$ cat src/rtl/sector_record_unpacker_unit_assert.svh
// Assertion macros used by the record unpacker top file.
`ifndef SECTOR_RECORD_UNPACKER_UNIT_ASSERT_SVH
`define SECTOR_RECORD_UNPACKER_UNIT_ASSERT_SVH

// Same-cycle implication, checked outside reset.
`define SRU_ASSERT_NOW(label, clk, rst, ante, cons) \
   label: assert property (@(posedge clk) disable iff (rst) (ante) |-> (cons)) \
      else $error("record unpacker check failed");

// Next-cycle implication, checked outside reset.
`define SRU_ASSERT_NEXT(label, clk, rst, ante, cons) \
   label: assert property (@(posedge clk) disable iff (rst) (ante) |=> (cons)) \
      else $error("record unpacker check failed");

`endif

$ cat src/rtl/sru_pkg.sv
`timescale 1ns / 1ps
package sru_pkg;

   localparam int SECTOR_BYTES = 256;
   localparam int POS_W        = $clog2(SECTOR_BYTES);
   localparam int SPAN_W       = 10;

   localparam int QUEUE_DEPTH  = 4;
   localparam int QPTR_W       = $clog2(QUEUE_DEPTH);
   localparam int QCNT_W       = $clog2(QUEUE_DEPTH + 1);

   localparam logic [7:0]  END_OF_SECTOR = 8'hFF;
   localparam logic [7:0]  NEWLINE_CHAR  = 8'd10;
   localparam logic [7:0]  TERMINATOR    = 8'd0;
   localparam logic [15:0] CAPACITY_RESET = 16'hFFFF;

   typedef enum logic [2:0] {
      PHASE_LENGTH = 3'b001,
      PHASE_RECORD = 3'b010,
      PHASE_SKIP   = 3'b100
   } phase_type;

   // One accepted byte's worth of results.
   typedef struct packed {
      logic [7:0] text_byte;
      logic       has_char;
      logic       has_newline;
      logic       has_eot;
   } entry_type;

   typedef struct packed {
      logic       in_record;
      logic [7:0] record_left;
      logic [7:0] copy_left;
   } front_status_type;

endpackage

$ cat src/rtl/sru_front.sv
`timescale 1ns / 1ps
module sru_front (
   input  logic                      clock,
   input  logic                      reset,
   input  logic                      take,
   input  logic [7:0]                data_byte,
   input  logic                      final_byte,
   input  logic [15:0]               capacity,
   output logic                      push,
   output sru_pkg::entry_type        push_entry,
   output sru_pkg::front_status_type status
);

   logic [sru_pkg::POS_W-1:0] pos_ff, pos_in;
   sru_pkg::phase_type        phase_ff, phase_in;
   logic [7:0]                rec_left_ff, rec_left_in;
   logic [7:0]                copy_left_ff, copy_left_in;
   logic [15:0]               emitted_ff, emitted_in;
   logic                      halted_ff, halted_in;

   logic [15:0]               limit;
   logic [15:0]               room;
   logic [sru_pkg::SPAN_W-1:0] span;
   logic [7:0]                rec_after;
   logic                      put_char;
   logic                      put_nl;

   assign limit = ((capacity == 16'd0) ? 16'd1 : capacity) - 16'd1;
   assign room  = limit - emitted_ff - 16'd1;
   assign span  = sru_pkg::SPAN_W'(pos_ff) + sru_pkg::SPAN_W'(data_byte)
                  + sru_pkg::SPAN_W'(1);
   assign rec_after = rec_left_ff - ((rec_left_ff != 8'd0) ? 8'd1 : 8'd0);

   always_comb begin
      pos_in       = pos_ff;
      phase_in     = phase_ff;
      rec_left_in  = rec_left_ff;
      copy_left_in = copy_left_ff;
      halted_in    = halted_ff;
      put_char     = 1'b0;
      put_nl       = 1'b0;

      if (!halted_ff) begin
         unique case (phase_ff)
            sru_pkg::PHASE_LENGTH: begin
               if (emitted_ff >= limit) begin
                  halted_in = 1'b1;
               end else if (data_byte == sru_pkg::END_OF_SECTOR) begin
                  phase_in = sru_pkg::PHASE_SKIP;
               end else if (span > sru_pkg::SPAN_W'(sru_pkg::SECTOR_BYTES)) begin
                  phase_in = sru_pkg::PHASE_SKIP;
               end else begin
                  rec_left_in  = data_byte;
                  copy_left_in = ({8'd0, data_byte} < room) ? data_byte : room[7:0];
                  if (data_byte == 8'd0) begin
                     put_nl = 1'b1;
                  end else begin
                     phase_in = sru_pkg::PHASE_RECORD;
                  end
               end
            end
            sru_pkg::PHASE_RECORD: begin
               if (copy_left_ff != 8'd0) begin
                  put_char     = 1'b1;
                  copy_left_in = copy_left_ff - 8'd1;
               end
               rec_left_in = rec_after;
               if (rec_after == 8'd0) begin
                  put_nl = 1'b1;
               end
            end
            default: begin
            end
         endcase
      end

      emitted_in = emitted_ff + 16'(put_char) + 16'(put_nl);
      if (put_nl) begin
         phase_in = sru_pkg::PHASE_LENGTH;
         if (emitted_in >= limit) begin
            halted_in = 1'b1;
         end
      end

      // wrap at the sector end; a skip ends with the sector
      if (pos_ff == sru_pkg::POS_W'(sru_pkg::SECTOR_BYTES - 1)) begin
         pos_in = '0;
         if (phase_in != sru_pkg::PHASE_RECORD) begin
            phase_in = sru_pkg::PHASE_LENGTH;
         end
      end else begin
         pos_in = pos_ff + sru_pkg::POS_W'(1);
      end

      if (final_byte) begin
         pos_in       = '0;
         phase_in     = sru_pkg::PHASE_LENGTH;
         rec_left_in  = 8'd0;
         copy_left_in = 8'd0;
         emitted_in   = 16'd0;
         halted_in    = 1'b0;
      end
   end

   always_ff @(posedge clock) begin
      if (reset) begin
         pos_ff       <= '0;
         phase_ff     <= sru_pkg::PHASE_LENGTH;
         rec_left_ff  <= 8'd0;
         copy_left_ff <= 8'd0;
         emitted_ff   <= 16'd0;
         halted_ff    <= 1'b0;
      end else if (take) begin
         pos_ff       <= pos_in;
         phase_ff     <= phase_in;
         rec_left_ff  <= rec_left_in;
         copy_left_ff <= copy_left_in;
         emitted_ff   <= emitted_in;
         halted_ff    <= halted_in;
      end
   end

   assign push                   = take && (put_char || put_nl || final_byte);
   assign push_entry.text_byte   = data_byte;
   assign push_entry.has_char    = put_char;
   assign push_entry.has_newline = put_nl;
   assign push_entry.has_eot     = final_byte;

   assign status.in_record   = (phase_ff == sru_pkg::PHASE_RECORD);
   assign status.record_left = rec_left_ff;
   assign status.copy_left   = copy_left_ff;

endmodule

$ cat src/rtl/sru_queue.sv
`timescale 1ns / 1ps
module sru_queue (
   input  logic               clock,
   input  logic               reset,
   input  logic               push,
   input  sru_pkg::entry_type push_entry,
   input  logic               pop,
   output sru_pkg::entry_type head_entry,
   output logic               full,
   output logic               empty
);

   sru_pkg::entry_type          slot_ff [sru_pkg::QUEUE_DEPTH];
   logic [sru_pkg::QPTR_W-1:0]  wr_ptr_ff, rd_ptr_ff;
   logic [sru_pkg::QCNT_W-1:0]  count_ff, count_in;

   assign full       = (count_ff == sru_pkg::QCNT_W'(sru_pkg::QUEUE_DEPTH));
   assign empty      = (count_ff == '0);
   assign head_entry = slot_ff[rd_ptr_ff];

   always_comb begin
      count_in = count_ff;
      if (push && !pop) begin
         count_in = count_ff + sru_pkg::QCNT_W'(1);
      end else if (pop && !push) begin
         count_in = count_ff - sru_pkg::QCNT_W'(1);
      end
   end

   always_ff @(posedge clock) begin
      if (reset) begin
         wr_ptr_ff <= '0;
         rd_ptr_ff <= '0;
         count_ff  <= '0;
      end else begin
         if (push) begin
            wr_ptr_ff <= wr_ptr_ff + sru_pkg::QPTR_W'(1);
         end
         if (pop) begin
            rd_ptr_ff <= rd_ptr_ff + sru_pkg::QPTR_W'(1);
         end
         count_ff <= count_in;
      end
   end

   always_ff @(posedge clock) begin
      if (push) begin
         slot_ff[wr_ptr_ff] <= push_entry;
      end
   end

endmodule

$ cat src/rtl/sru_back.sv
`timescale 1ns / 1ps
module sru_back (
   input  logic               clock,
   input  logic               reset,
   input  sru_pkg::entry_type head_entry,
   input  logic               empty,
   output logic               pop,
   output logic               rsp_valid,
   input  logic               rsp_ready,
   output logic [7:0]         rsp_text_byte,
   output logic               rsp_last_of_run,
   output logic               rsp_end_of_text
);

   logic char_done_ff;
   logic nl_done_ff;
   logic show_char;
   logic show_nl;
   logic fire;

   assign show_char = head_entry.has_char && !char_done_ff;
   assign show_nl   = head_entry.has_newline && !nl_done_ff && !show_char;
   assign rsp_valid = !empty;
   assign fire      = rsp_valid && rsp_ready;

   always_comb begin
      if (show_char) begin
         rsp_text_byte   = head_entry.text_byte;
         rsp_last_of_run = !(head_entry.has_newline || head_entry.has_eot);
         rsp_end_of_text = 1'b0;
      end else if (show_nl) begin
         rsp_text_byte   = sru_pkg::NEWLINE_CHAR;
         rsp_last_of_run = !head_entry.has_eot;
         rsp_end_of_text = 1'b0;
      end else begin
         rsp_text_byte   = sru_pkg::TERMINATOR;
         rsp_last_of_run = 1'b1;
         rsp_end_of_text = 1'b1;
      end
   end

   assign pop = fire && rsp_last_of_run;

   always_ff @(posedge clock) begin
      if (reset) begin
         char_done_ff <= 1'b0;
         nl_done_ff   <= 1'b0;
      end else if (fire) begin
         if (rsp_last_of_run) begin
            char_done_ff <= 1'b0;
            nl_done_ff   <= 1'b0;
         end else if (show_char) begin
            char_done_ff <= 1'b1;
         end else begin
            nl_done_ff <= 1'b1;
         end
      end
   end

endmodule

$ cat src/rtl/sector_record_unpacker_unit.sv
`timescale 1ns / 1ps
// Record unpacker: takes a file's data area one byte per cycle (req_), in whole
// sectors of sru_pkg::SECTOR_BYTES bytes, and delivers text one character per
// cycle (rsp_): each record's characters, then a newline; the byte flagged
// final adds a terminating zero and returns the parser to its start state.
// csr_data sets the text buffer capacity (reset 65535); at most capacity - 1
// characters come out, and the record that hits the limit is cut so its newline
// still fits. Write csr only while idle. Rate: the parser takes one byte every
// cycle as long as its 4-entry result queue has room; the output side drains one
// character per cycle while rsp_ready is high, and a byte yields up to 3 results
// (character, newline, terminator), each one output character; a byte with none
// gives no output. No clearing pass follows reset.
`include "sector_record_unpacker_unit_assert.svh"
module sector_record_unpacker_unit (
   input  logic        clock,
   input  logic        reset,
   input  logic        req_valid,
   output logic        req_ready,
   input  logic [7:0]  req_data_byte,
   input  logic        req_final_byte,
   output logic        rsp_valid,
   input  logic        rsp_ready,
   output logic [7:0]  rsp_text_byte,
   output logic        rsp_last_of_run,
   output logic        rsp_end_of_text,
   input  logic        csr_valid,
   output logic        csr_ready,
   input  logic [15:0] csr_data
);

   logic [15:0]               capacity_ff;
   logic                      take;
   logic                      push;
   logic                      pop;
   logic                      full;
   logic                      empty;
   sru_pkg::entry_type        push_entry;
   sru_pkg::entry_type        head_entry;
   sru_pkg::front_status_type front_status;

   // capacity register: always ready; writes belong while the block is idle, which the block itself does not enforce
   assign csr_ready = 1'b1;

   always_ff @(posedge clock) begin
      if (reset) begin
         capacity_ff <= sru_pkg::CAPACITY_RESET;
      end else if (csr_valid && csr_ready) begin
         capacity_ff <= csr_data;
      end
   end

   // accept a byte whenever the queue can hold its results
   assign req_ready = !full;
   assign take      = req_valid && req_ready;

   sru_front u_front (
      .clock      (clock),
      .reset      (reset),
      .take       (take),
      .data_byte  (req_data_byte),
      .final_byte (req_final_byte),
      .capacity   (capacity_ff),
      .push       (push),
      .push_entry (push_entry),
      .status     (front_status)
   );

   // decouple the parser from the output stall
   sru_queue u_queue (
      .clock      (clock),
      .reset      (reset),
      .push       (push),
      .push_entry (push_entry),
      .pop        (pop),
      .head_entry (head_entry),
      .full       (full),
      .empty      (empty)
   );

   // serialize each queued entry into characters
   sru_back u_back (
      .clock           (clock),
      .reset           (reset),
      .head_entry      (head_entry),
      .empty           (empty),
      .pop             (pop),
      .rsp_valid       (rsp_valid),
      .rsp_ready       (rsp_ready),
      .rsp_text_byte   (rsp_text_byte),
      .rsp_last_of_run (rsp_last_of_run),
      .rsp_end_of_text (rsp_end_of_text)
   );

   // the terminator always closes its run and is a zero
   `SRU_ASSERT_NOW(a_eot_closes_run, clock, reset, rsp_valid && rsp_end_of_text, rsp_last_of_run && (rsp_text_byte == sru_pkg::TERMINATOR))
   // back-pressure on input only comes from results waiting at the output
   `SRU_ASSERT_NOW(a_stall_has_output, clock, reset, !req_ready, rsp_valid)
   // a cut record never copies more than it has left
   `SRU_ASSERT_NOW(a_copy_within_record, clock, reset, front_status.in_record, front_status.copy_left <= front_status.record_left)

endmodule
$ cat config.mk
export PLATFORM = sky130hd
export DESIGN_NAME = sector_record_unpacker_unit
export DESIGN_NICKNAME = d
export VERILOG_FILES = /design/src/rtl/sru_pkg.sv /design/src/rtl/sru_front.sv /design/src/rtl/sru_queue.sv /design/src/rtl/sru_back.sv /design/src/rtl/sector_record_unpacker_unit.sv
export VERILOG_INCLUDE_DIRS = /design/src /design/src/rtl
export SDC_FILE = /design/constraint.sdc
export NUM_CORES = 1
export LEC_CHECK = 0
export BUFFER_PORTS_ARGS = -buffer_cell sky130_fd_sc_hd__buf_2
export CAP_MARGIN = 10
export CORE_UTILIZATION = 60
export DETAILED_ROUTE_END_ITERATION = 12
export PLACE_DENSITY = 0.79
export SYNTH_ARGS = -nofsm -noshare
export SYNTH_HDL_FRONTEND = slang
export SYNTH_SLANG_ARGS = --single-unit
$ cat constraint.sdc
create_clock -name clock -period 14.3 [get_ports clock]
set_input_delay 2.145 -clock clock [delete_from_list [all_inputs] [get_ports clock]]
set_output_delay 2.145 -clock clock [all_outputs]
set_load 0.02 [all_outputs]
==> results of run 1 <==
-- worst min-delay path: stages (launching register included) --
cell	delay (ns)
dfxtp_1	0.31
nand2_1	0.05
a21oi_1	0.05
-- power by group --
part / switching (mW) / internal, mW / total [mW]
registers: 0.0272 / 0.364 / 0.391
clock network: 0.163 / 0.239 / 0.403
logic: 0.167 / 0.106 / 0.273
-- cells in the mapped netlist (all sizes together) (11+ instances only) --
master and count:
nand2 76, nor2 74, ha 72, dfxtp 71
a21oi 69, inv 55, o21ai 46, edfxtp 44
nand3 22, xnor2 22, xor2 22, clkbuf 21
nor3 19, mux2i 18, a21o 14, nor4 14
or3 14, and2 12, and3 12, mux4 11
nor2b 11
-- cells by family after synthesis --
| group | share of synthesized area (%) |
|---|---|
| muxes | 5.448 |
| xor gates and xnor gates | 4.906 |
| other | 0.04774 |
| buffers and inverters | 4.810 |
| and+or+nand+nor | 18.92 |
| AOI/OAI and AO/OA | 18.46 |
| DFF | 34.92 |
| adders and majority gates | 12.49 |
-- sequential cells by signal (all words and copies together) (netlist names), named ones only --
name,flops
u_front.halted_ff,1
u_front.copy_left_ff,8
u_front.phase_ff,3
capacity_ff,16
u_front.rec_left_ff,8
u_front.emitted_ff,16
u_back.char_done_ff,1
u_queue.wr_ptr_ff,2
u_queue.slot_ff,44
u_queue.rd_ptr_ff,2
u_front.pos_ff,8
u_back.nl_done_ff,1
u_queue.count_ff,3
-- layer usage --
layer  track usage, %  vias up  share of wire (%)
li1                 -     3156                  -
met1            35.96     3100                 42
met2            52.66      232                 49
met3            6.746       58                5.7
met4            15.21        0                3.6
met5                0        -                  0
-- worst max path at each step --
stage,from,to,slack (ns)
floorplan,req_data_byte[0],u_front.halted_ff,7.32
global route,capacity_ff[2],u_front.halted_ff,5.78
detailed placement,req_data_byte[0],u_front.halted_ff,6.61
global placement,req_data_byte[0],u_front.halted_ff,6.79
finish,capacity_ff[2],u_front.halted_ff,6.62
CTS,capacity_ff[2],u_front.halted_ff,6.64
-- per-stage QoR --
step                      hold WS [ns]  instance area (um^2)  worst slack (ns)
after floorplan                 0.4295                  7855             7.321
after global placement          0.4415                  8115             6.793
after detailed placement        0.4537                  8115             6.614
after CTS                       0.4615                  8672             6.643
after global routing            0.4706                  8672             5.785
final                           0.4586                  8672             6.624
-- cell type report --
type                       instances  area [um^2]  share of cell area [%]
sequential                       115         2743                   31.63
clock inverter                    14        127.6                   1.472
multi-input combinational        652         4735                   54.60
inverter                          56        210.2                   2.424
timing repair buffer              42        212.7                   2.453
tap                              172        215.2                   2.482
clock buffer                      18        429.2                   4.949
==> flow_summary.toml, run 1 <==
[cts]
cts_buffers = 17
worstSkewPairLatency_ns = 0.43
cts_resized = 0
post_cts_buffers = 0
cts_htree_levels = 4
clkTransAtPathRegs_ns = 0.06
cts_hold_buf = 0
cts_buffer_depth = 2
clock-root-buffer = "clkbuf_16"
cts_sinks = 115
cts_tree = "yes"

[worst_hold_path]
min_to = "u_back.nl_done_ff"
worstHoldStart = "u_back.nl_done_ff"
holdCritPathClass = "reg2reg"
holdPathStages = 2

[logic_synthesis]
synth-edff-count = 44
syn-num-nets = 957
synth_seq_area_share_pct = 34.92
syn_inst = 851
syn_avg_cell_area_um2 = 9.230
ys_warn_count = 0
syn-cell-area_mm2 = 0.007855
synth_top_flop_cell = "dfxtp_1"
yosysTopAreaCell = "dfxtp_1"
synth-seq-cells = 115
synth_cell_types = 77
synth_area_leaders = "dfxtp_1 18%, edfxtp_1 17%, ha_1 11%"
synth-async-reset-ratio_pct = 0
yosysTopAreaCellShare_pct = 18.09

[place]
portBuffers = 41
hpwl_um = 14500
place_congestion = 0.9226
post-place-cells = 1037

[global_route]
grt_pass1_vias = 6286
grt.overflow.total = 0
antenna_found_initial = 0
grt_pass1_wl_um = 31130
grt_usage_pct = 30.60
grt_max_degree = 44

[floorplanning]
fp.dieW_um = 116.4
die-area_mm2 = 0.01355
io_pins = 43
initial_core_util_pct = 61.99
fp-row-count = 41
design.core.area_mm2 = 0.01267
fp.dieH_um = 116.4

[job]
drv_cap = 0

[timing]
max_freq_mhz = 130.3
slew-limit-headroom_pct = 31.47
period_needed_ns = 7.676
period_share_pct = 53.68
final-setup-viol-count = 0
tns_ns = 0
tightestPinTransition_ns = 1.024
rsz0062_at_grt = "no"
finalMaxSlewViolations = 0
skew_ns = 0.009372
hold_viol = 0

[critical_path]
start_kind = "register"
cp_slowest_stage_delay_ns = 0.57
critPathMostFrequentCell = "ha_1"
critPathMaxFanout = 10
timing.rr.start = "capacity_ff[2]"
r2r_setup_slack_ns = 6.62
cp.buffers_inverters = 0
r2r_end = "u_front.halted_ff"
slowest_stage = "nor4_1"
endpoint_kind = "register"
required_ns = 14.58
crit_family = "simple AND/OR/NAND/NOR gates"
crit_arrival_ns = 7.96
path_depth = 31
r2r.worst_path.cells = 31
worstSetupPathType = "reg2reg"

[cells_and_area]
syn_to_final_growth_pct = 10.40
utilization_pct = 68.44
drive_gt1_share_pct = 12.93
final_common_cell = "nand2_1"
final_cell_mix = "76 x nand2_1, 74 x nor2_1, 72 x ha_1, 71 x dfxtp_1, 69 x a21oi_1"
num_antenna_cells = 0
stdcell_count = 1069
nets = 990
num-fill-cells = 1023

[power]
ir_drop_uv = 97.43
finalPower_mw = 1.067
leakage_nw = 3.600
power_density_mw_per_mm2 = 123.0

[routing]
vias = 6546
wl_per_cell_um = 18.33
finalWirelength_um = 19600
ant_nets = 0
vias_per_cell = 6.123
drc = 0
drtPass1Iterations = 5
drtIter0Drc = 556

[outcome]
status = "finished, final reports clean"
Note: power is estimated with default switching activity, not from simulation.
==> run 2: changes to the inputs <==
--- a/config.mk
+++ b/config.mk
@@ -8,9 +8,9 @@
 export LEC_CHECK = 0
 export BUFFER_PORTS_ARGS = -buffer_cell sky130_fd_sc_hd__buf_2
 export CAP_MARGIN = 10
-export CORE_UTILIZATION = 60
+export CORE_UTILIZATION = 56
 export DETAILED_ROUTE_END_ITERATION = 12
-export PLACE_DENSITY = 0.79
+export PLACE_DENSITY = 0.77
 export SYNTH_ARGS = -nofsm -noshare
 export SYNTH_HDL_FRONTEND = slang
 export SYNTH_SLANG_ARGS = --single-unit
==> constraint.sdc (replaced) <==
create_clock -name clock -period 6.4 [get_ports clock]
set_input_delay 0.96 -clock clock [delete_from_list [all_inputs] [get_ports clock]]
set_output_delay 0.96 -clock clock [all_outputs]
set_load 0.02 [all_outputs]
==> run 2 against run 1 <==
  * Clock power grew 130%
  * Setup slack got worse by 6.3 ns
  * Hold slack worse by 0.0080 ns
  * Via count up 3.1%
  * Critical path depth is 2 higher
  * Register-to-register slack got worse by 6.3 ns
  * Cell area is 6.3% higher
  * Critical endpoint unchanged
  * Largest power group unchanged
==> flow_summary.toml, run 2 (same netlist as run 1, synthesis figures left out) <==
[power]
swShare_pct = 32.66
finalPower_mw = 2.429
p_seq_share_pct = 35.8
power_density_mw_per_mm2 = 263.6
leakage_nw = 3.873
clkPwrFrac_pct = 38.7
p_switching_mw = 0.7934
internal_power_mw = 1.636
combinationalPowerShare_pct = 25.5
ir_drop_uv = 258.1

[timing]
tightestPinTransition_ns = 1.026
period_share_pct = 95.60
max_freq_mhz = 163.4
hold_slack_ns = 0.4507
period_needed_ns = 6.118
slew-limit-headroom_pct = 31.35
final-setup-viol-count = 0
tns_ns = 0
skew_ns = 0.008283
hold_viol = 0
finalMaxSlewViolations = 0

[cts]
cts_buffer_depth = 2
worstSkewPairLatency_ns = 0.42
cts_sinks = 115
clkTransAtPathRegs_ns = 0.06
cts_tree = "yes"
cts_buffers = 17
cts_htree_levels = 4
clock-root-buffer = "clkbuf_16"

[routing]
finalWirelength_um = 20100
drtPass1Iterations = 7
vias_per_cell = 6.055
drtIter0Drc = 609
vias = 6751
wl_per_cell_um = 18.03
drc = 0
ant_nets = 0

[cells_and_area]
largest_register_ffs = 44
nets = 1032
syn_to_final_growth_pct = 17.33
largest_register = "u_queue.slot_ff"
top_regs = "u_queue.slot_ff: 44 flops, capacity_ff: 16 flops, u_front.emitted_ff: 16 flops"
num_antenna_cells = 0
num-fill-cells = 1011
final_common_cell = "nand2_1"
design_area_mm2 = 0.009216
drive_gt1_share_pct = 20.34
final_cell_mix = "75 x nand2_1, 71 x nor2_1, 69 x ha_1, 69 x dfxtp_1, 65 x a21oi_1"

[critical_path]
cp.buffers_inverters = 2
start_kind = "register"
endpoint_kind = "register"
r2r_end = "u_front.halted_ff"
crit_family = "compound AO/OA/AOI/OAI gates"
timing.rr.start = "capacity_ff[2]"
critPathMostFrequentCell = "nor2_2"
path_depth = 33
critPathMaxFanout = 4
required_ns = 6.70
r2r.worst_path.cells = 33
crit_end = "u_front.halted_ff"
cp_slowest_stage_delay_ns = 0.38
r2r_setup_slack_ns = 0.28
startpoint = "capacity_ff[2]"
slowest_stage = "dfxtp_1"
crit_arrival_ns = 6.42
worstSetupPathType = "reg2reg"

[floorplanning]
fp.dieH_um = 120.4
design.core.area_mm2 = 0.01345
io_pins = 43
die-area_mm2 = 0.01450
initial_core_util_pct = 58.39
fp-row-count = 42
fp.dieW_um = 120.4

[worst_hold_path]
holdCritPathClass = "reg2reg"
worstHoldStart = "u_back.nl_done_ff"

[job]
drv_cap = 0

[global_route]
grt_pass1_vias = 6352
grt.overflow.total = 0
grt_usage_pct = 27.65
antenna_found_initial = 0
grt_max_degree = 44
grt_pass1_wl_um = 31110

[place]
post_dp_cell_area_mm2 = 0.008383
portBuffers = 41
place_congestion = 0.9585
hpwl_um = 13980

[outcome]
status = "finished, final reports clean"
[run 2: cell types whose count changed in the layout (fill, tap and decap cells not counted), sizes merged]
cell / change
buf: +42
inv: +1
clkinvlp: +1
bufinv: +1
clkinv: -2
clkbuf: -1
[run 2: worst min path at each step]
stage	endpoint	depth (start not counted)	slack [ns]
floorplan	u_back.nl_done_ff	2	0.43
global placement	u_front.rec_left_ff[0]	2	0.44
detailed placement	u_back.nl_done_ff	2	0.45
CTS	u_back.nl_done_ff	2	0.45
global route	u_front.rec_left_ff[0]	2	0.49
finish	u_back.nl_done_ff	2	0.45
[run 2: worst register-to-register path: cells and delay by family (launching register included)]
| family | cells | cell delay [ns] |
|---|---|---|
| xor+xnor | 2 | 0.22 |
| fa+ha+maj | 4 | 0.99 |
| compound gates | 12 | 2.14 |
| simple gates | 13 | 2.09 |
| buf+inv | 2 | 0.21 |
| flops | 1 | 0.38 |
[run 2: layout make-up]
type                       count  area, um^2  share of cell area (%)
multi-input combinational    652        4933                   53.53
sequential                   115        2745                   29.79
timing repair buffer          84       528.0                   5.729
clock buffer                  17       425.4                   4.616
tap                          176       220.2                   2.389
inverter                      56       210.2                   2.281
clock inverter                15       153.9                   1.670
[run 2: metal layers]
metal	GRT usage (%)	up-vias	wire [um]
met2	46.34	238	9747
met5	0	-	0
met3	6.792	50	1228
met4	11.50	0	559
met1	33.89	3227	8564
li1	-	3236	-
[run 2: what timing repair did]
| item | CTS | global route |
|---|---|---|
| setup buffers | 0 | 9 |
| pin swaps | 1 | 16 |
| hold buffers | 0 | 0 |
| endpoints found under the hold margin | 0 | 0 |
| endpoints found under the setup margin | 1 | 1 |
| gates cloned | 0 | 0 |
| resized for setup | 5 | 35 |
[run 2: power groups by stage]
stage	logic [mW]	registers (mW)	clock network [mW]
after floorplan	0.464	0.860	0
after global placement	0.590	0.881	0
after detailed placement	0.604	0.885	0
after CTS	0.611	0.870	0.946
after global routing	0.680	0.878	0.975
final	0.620	0.870	0.939
[run 2: metrics by stage]
| step | worst slack, ns | instances | utilization (%) |
|---|---|---|---|
| floorplan | 0.002078 | 851 | - |
| global placement | 0.1409 | 1074 | 62.31 |
| detailed placement | -0.1598 | 1074 | 62.31 |
| CTS | 0.02083 | 1106 | 66.75 |
| global route | -0.1650 | 1115 | 68.51 |
| finish | 0.2818 | 1115 | 68.51 |
==> run 3: changes to the inputs <==
--- a/config.mk
+++ b/config.mk
@@ -7,10 +7,10 @@
 export NUM_CORES = 1
 export LEC_CHECK = 0
 export BUFFER_PORTS_ARGS = -buffer_cell sky130_fd_sc_hd__buf_2
-export CAP_MARGIN = 10
-export CORE_UTILIZATION = 56
+export CAP_MARGIN = 30
+export CORE_UTILIZATION = 40
 export DETAILED_ROUTE_END_ITERATION = 12
-export PLACE_DENSITY = 0.77
+export SKIP_LAST_GASP = 1
 export SYNTH_ARGS = -nofsm -noshare
 export SYNTH_HDL_FRONTEND = slang
 export SYNTH_SLANG_ARGS = --single-unit
==> run 3 against run 2 <==
  * Die area increased by 39%
  * Sequential share of layout area down 0.20 points
  * Cell count is 7.6% higher
  * Flip-flop and latch count stayed put
  * Core utilization is 20 points lower
  * First-iteration DRC count down 53%
  * Clock skew is essentially flat
  * Routed wire length shrank 2.7%
  * Non-clock buffer count is 1 higher
  * Highest routed layer unchanged
==> flow_summary.toml, run 3 (same netlist as run 1, synthesis figures left out) <==
[outcome]
status = "finished, final reports clean"

[timing]
slew-limit-headroom_pct = 36.79
period_needed_ns = 6.084
final-setup-viol-count = 0
period_share_pct = 95.07
tns_ns = 0
hold_viol = 0
finalMaxSlewViolations = 0
hold_slack_ns = 0.4571
max_freq_mhz = 164.4
skew_ns = 0.008283
tightestPinTransition_ns = 0.9447

[cells_and_area]
stdcell_count = 1200
drive_gt1_share_pct = 19.89
multi_input_area_mm2 = 0.004891
final_cell_mix = "75 x nand2_1, 71 x nor2_1, 71 x ha_1, 69 x dfxtp_1, 68 x a21oi_1"
syn_to_final_growth_pct = 18.13
num_antenna_cells = 0
design_area_mm2 = 0.009279
num-fill-cells = 1807
nets = 1033
utilization_pct = 48.95
top_regs = "u_queue.slot_ff: 44 flops, capacity_ff: 16 flops, u_front.emitted_ff: 16 flops"
final_common_cell = "nand2_1"
ff_latch_area_mm2 = 0.002745
largest_register_ffs = 44
largest_register = "u_queue.slot_ff"

[power]
power_density_mw_per_mm2 = 259.2
ir_drop_uv = 171.4
leakage_nw = 3.855

[critical_path]
endpoint_kind = "register"
required_ns = 6.68
critPathMaxFanout = 4
crit_arrival_ns = 6.36
cp_slowest_stage_delay_ns = 0.39
worstSetupPathType = "reg2reg"
slowest_stage = "o41a_1"
start_kind = "register"

[floorplanning]
fp-row-count = 50
io_pins = 43
initial_core_util_pct = 41.44
design.core.area_mm2 = 0.01896
die-area_mm2 = 0.02020
fp.dieH_um = 142.1
fp.dieW_um = 142.1

[cts]
clock-root-buffer = "clkbuf_16"
cts_htree_levels = 4
cts_tree = "yes"
worstSkewPairLatency_ns = 0.42
clkTransAtPathRegs_ns = 0.06
cts_buffer_depth = 2
cts_buffers = 17
cts_sinks = 115

[global_route]
grt.overflow.total = 0
grt_pass1_wl_um = 31530
grt_pass1_vias = 6138
grt_usage_pct = 20.11
grt_max_degree = 44
antenna_found_initial = 0

[place]
post_dp_cell_area_mm2 = 0.008533
place_congestion = 0.8789
portBuffers = 41
post-place-cells = 1164
hpwl_um = 14630

[routing]
vias_per_cell = 5.379
finalWirelength_um = 19560
vias = 6455
drc = 0
drtIter0Drc = 284
wl_per_cell_um = 16.30
ant_nets = 0
drtPass1Iterations = 5

[job]
drv_cap = 0

[worst_hold_path]
holdCritPathClass = "reg2reg"
==> run 3: per-stage QoR <==
step / setup slack, ns / power (mW)
floorplan: 0.002078 / 1.324
global placement: 0.1190 / 1.487
detailed placement: -0.05344 / 1.490
CTS: 0.02159 / 2.425
global route: -0.06913 / 2.540
finish: 0.3157 / 2.405
==> run 3: final cells by class <==
cell class              count  share of cell area (%)
flip-flops and latches    115                   29.58
repair buffers             85                   5.771
clock buffers              17                   4.585
clock inverters            15                   1.578
inverters                  56                   2.265
well taps                 260                   3.506
multi-input cells         652                   52.71
==> run 3: path summary, 6_finish.rpt <==
kind	startpoint	to	slack, ns	cells after the start
max	capacity_ff[9]	u_front.halted_ff	0.32	31
min	u_front.rec_left_ff[0]	u_front.rec_left_ff[0]	0.46	2
max reg2reg	capacity_ff[9]	u_front.halted_ff	0.32	31
min reg2reg	u_front.rec_left_ff[0]	u_front.rec_left_ff[0]	0.46	2
==> run 3: per-layer routing <==
| metal | part of all wire [%] | global-route usage (%) | wire length (um) | vias to the layer above |
|---|---|---|---|---|
| met2 | 47 | 33.18 | 9179 | 140 |
| li1 | - | - | - | 3241 |
| met4 | 2.0 | 6.678 | 387 | 0 |
| met5 | 0 | 0 | 0 | - |
| met1 | 47 | 26.33 | 9212 | 3042 |
| met3 | 4.0 | 3.836 | 780 | 32 |
==> run 3: timing repair <==
item	CTS	global route
resized for setup	1	31
setup endpoints to repair	1	1
hold buffers	0	0
pin swaps	0	22
buffers inserted	0	4
==> run 3: critical path: cells and delay by family, from the launching register on <==
| kind | cells | cell delay (ns) |
|---|---|---|
| AOI/OAI and AO/OA | 13 | 2.28 |
| and+or+nand+nor | 11 | 1.76 |
| adders and majority gates | 4 | 1.03 |
| xor gates and xnor gates | 2 | 0.39 |
| DFF | 1 | 0.34 |
| buffers and inverters | 1 | 0.15 |
==> run 3: power breakdown <==
part | total, mW | switching (mW) | internal, mW | leakage [nW]
clock | 0.930 | 0.386 | 0.544 | 0.265
combinational | 0.608 | 0.361 | 0.248 | 2.61
sequential | 0.867 | 0.0535 | 0.813 | 0.983
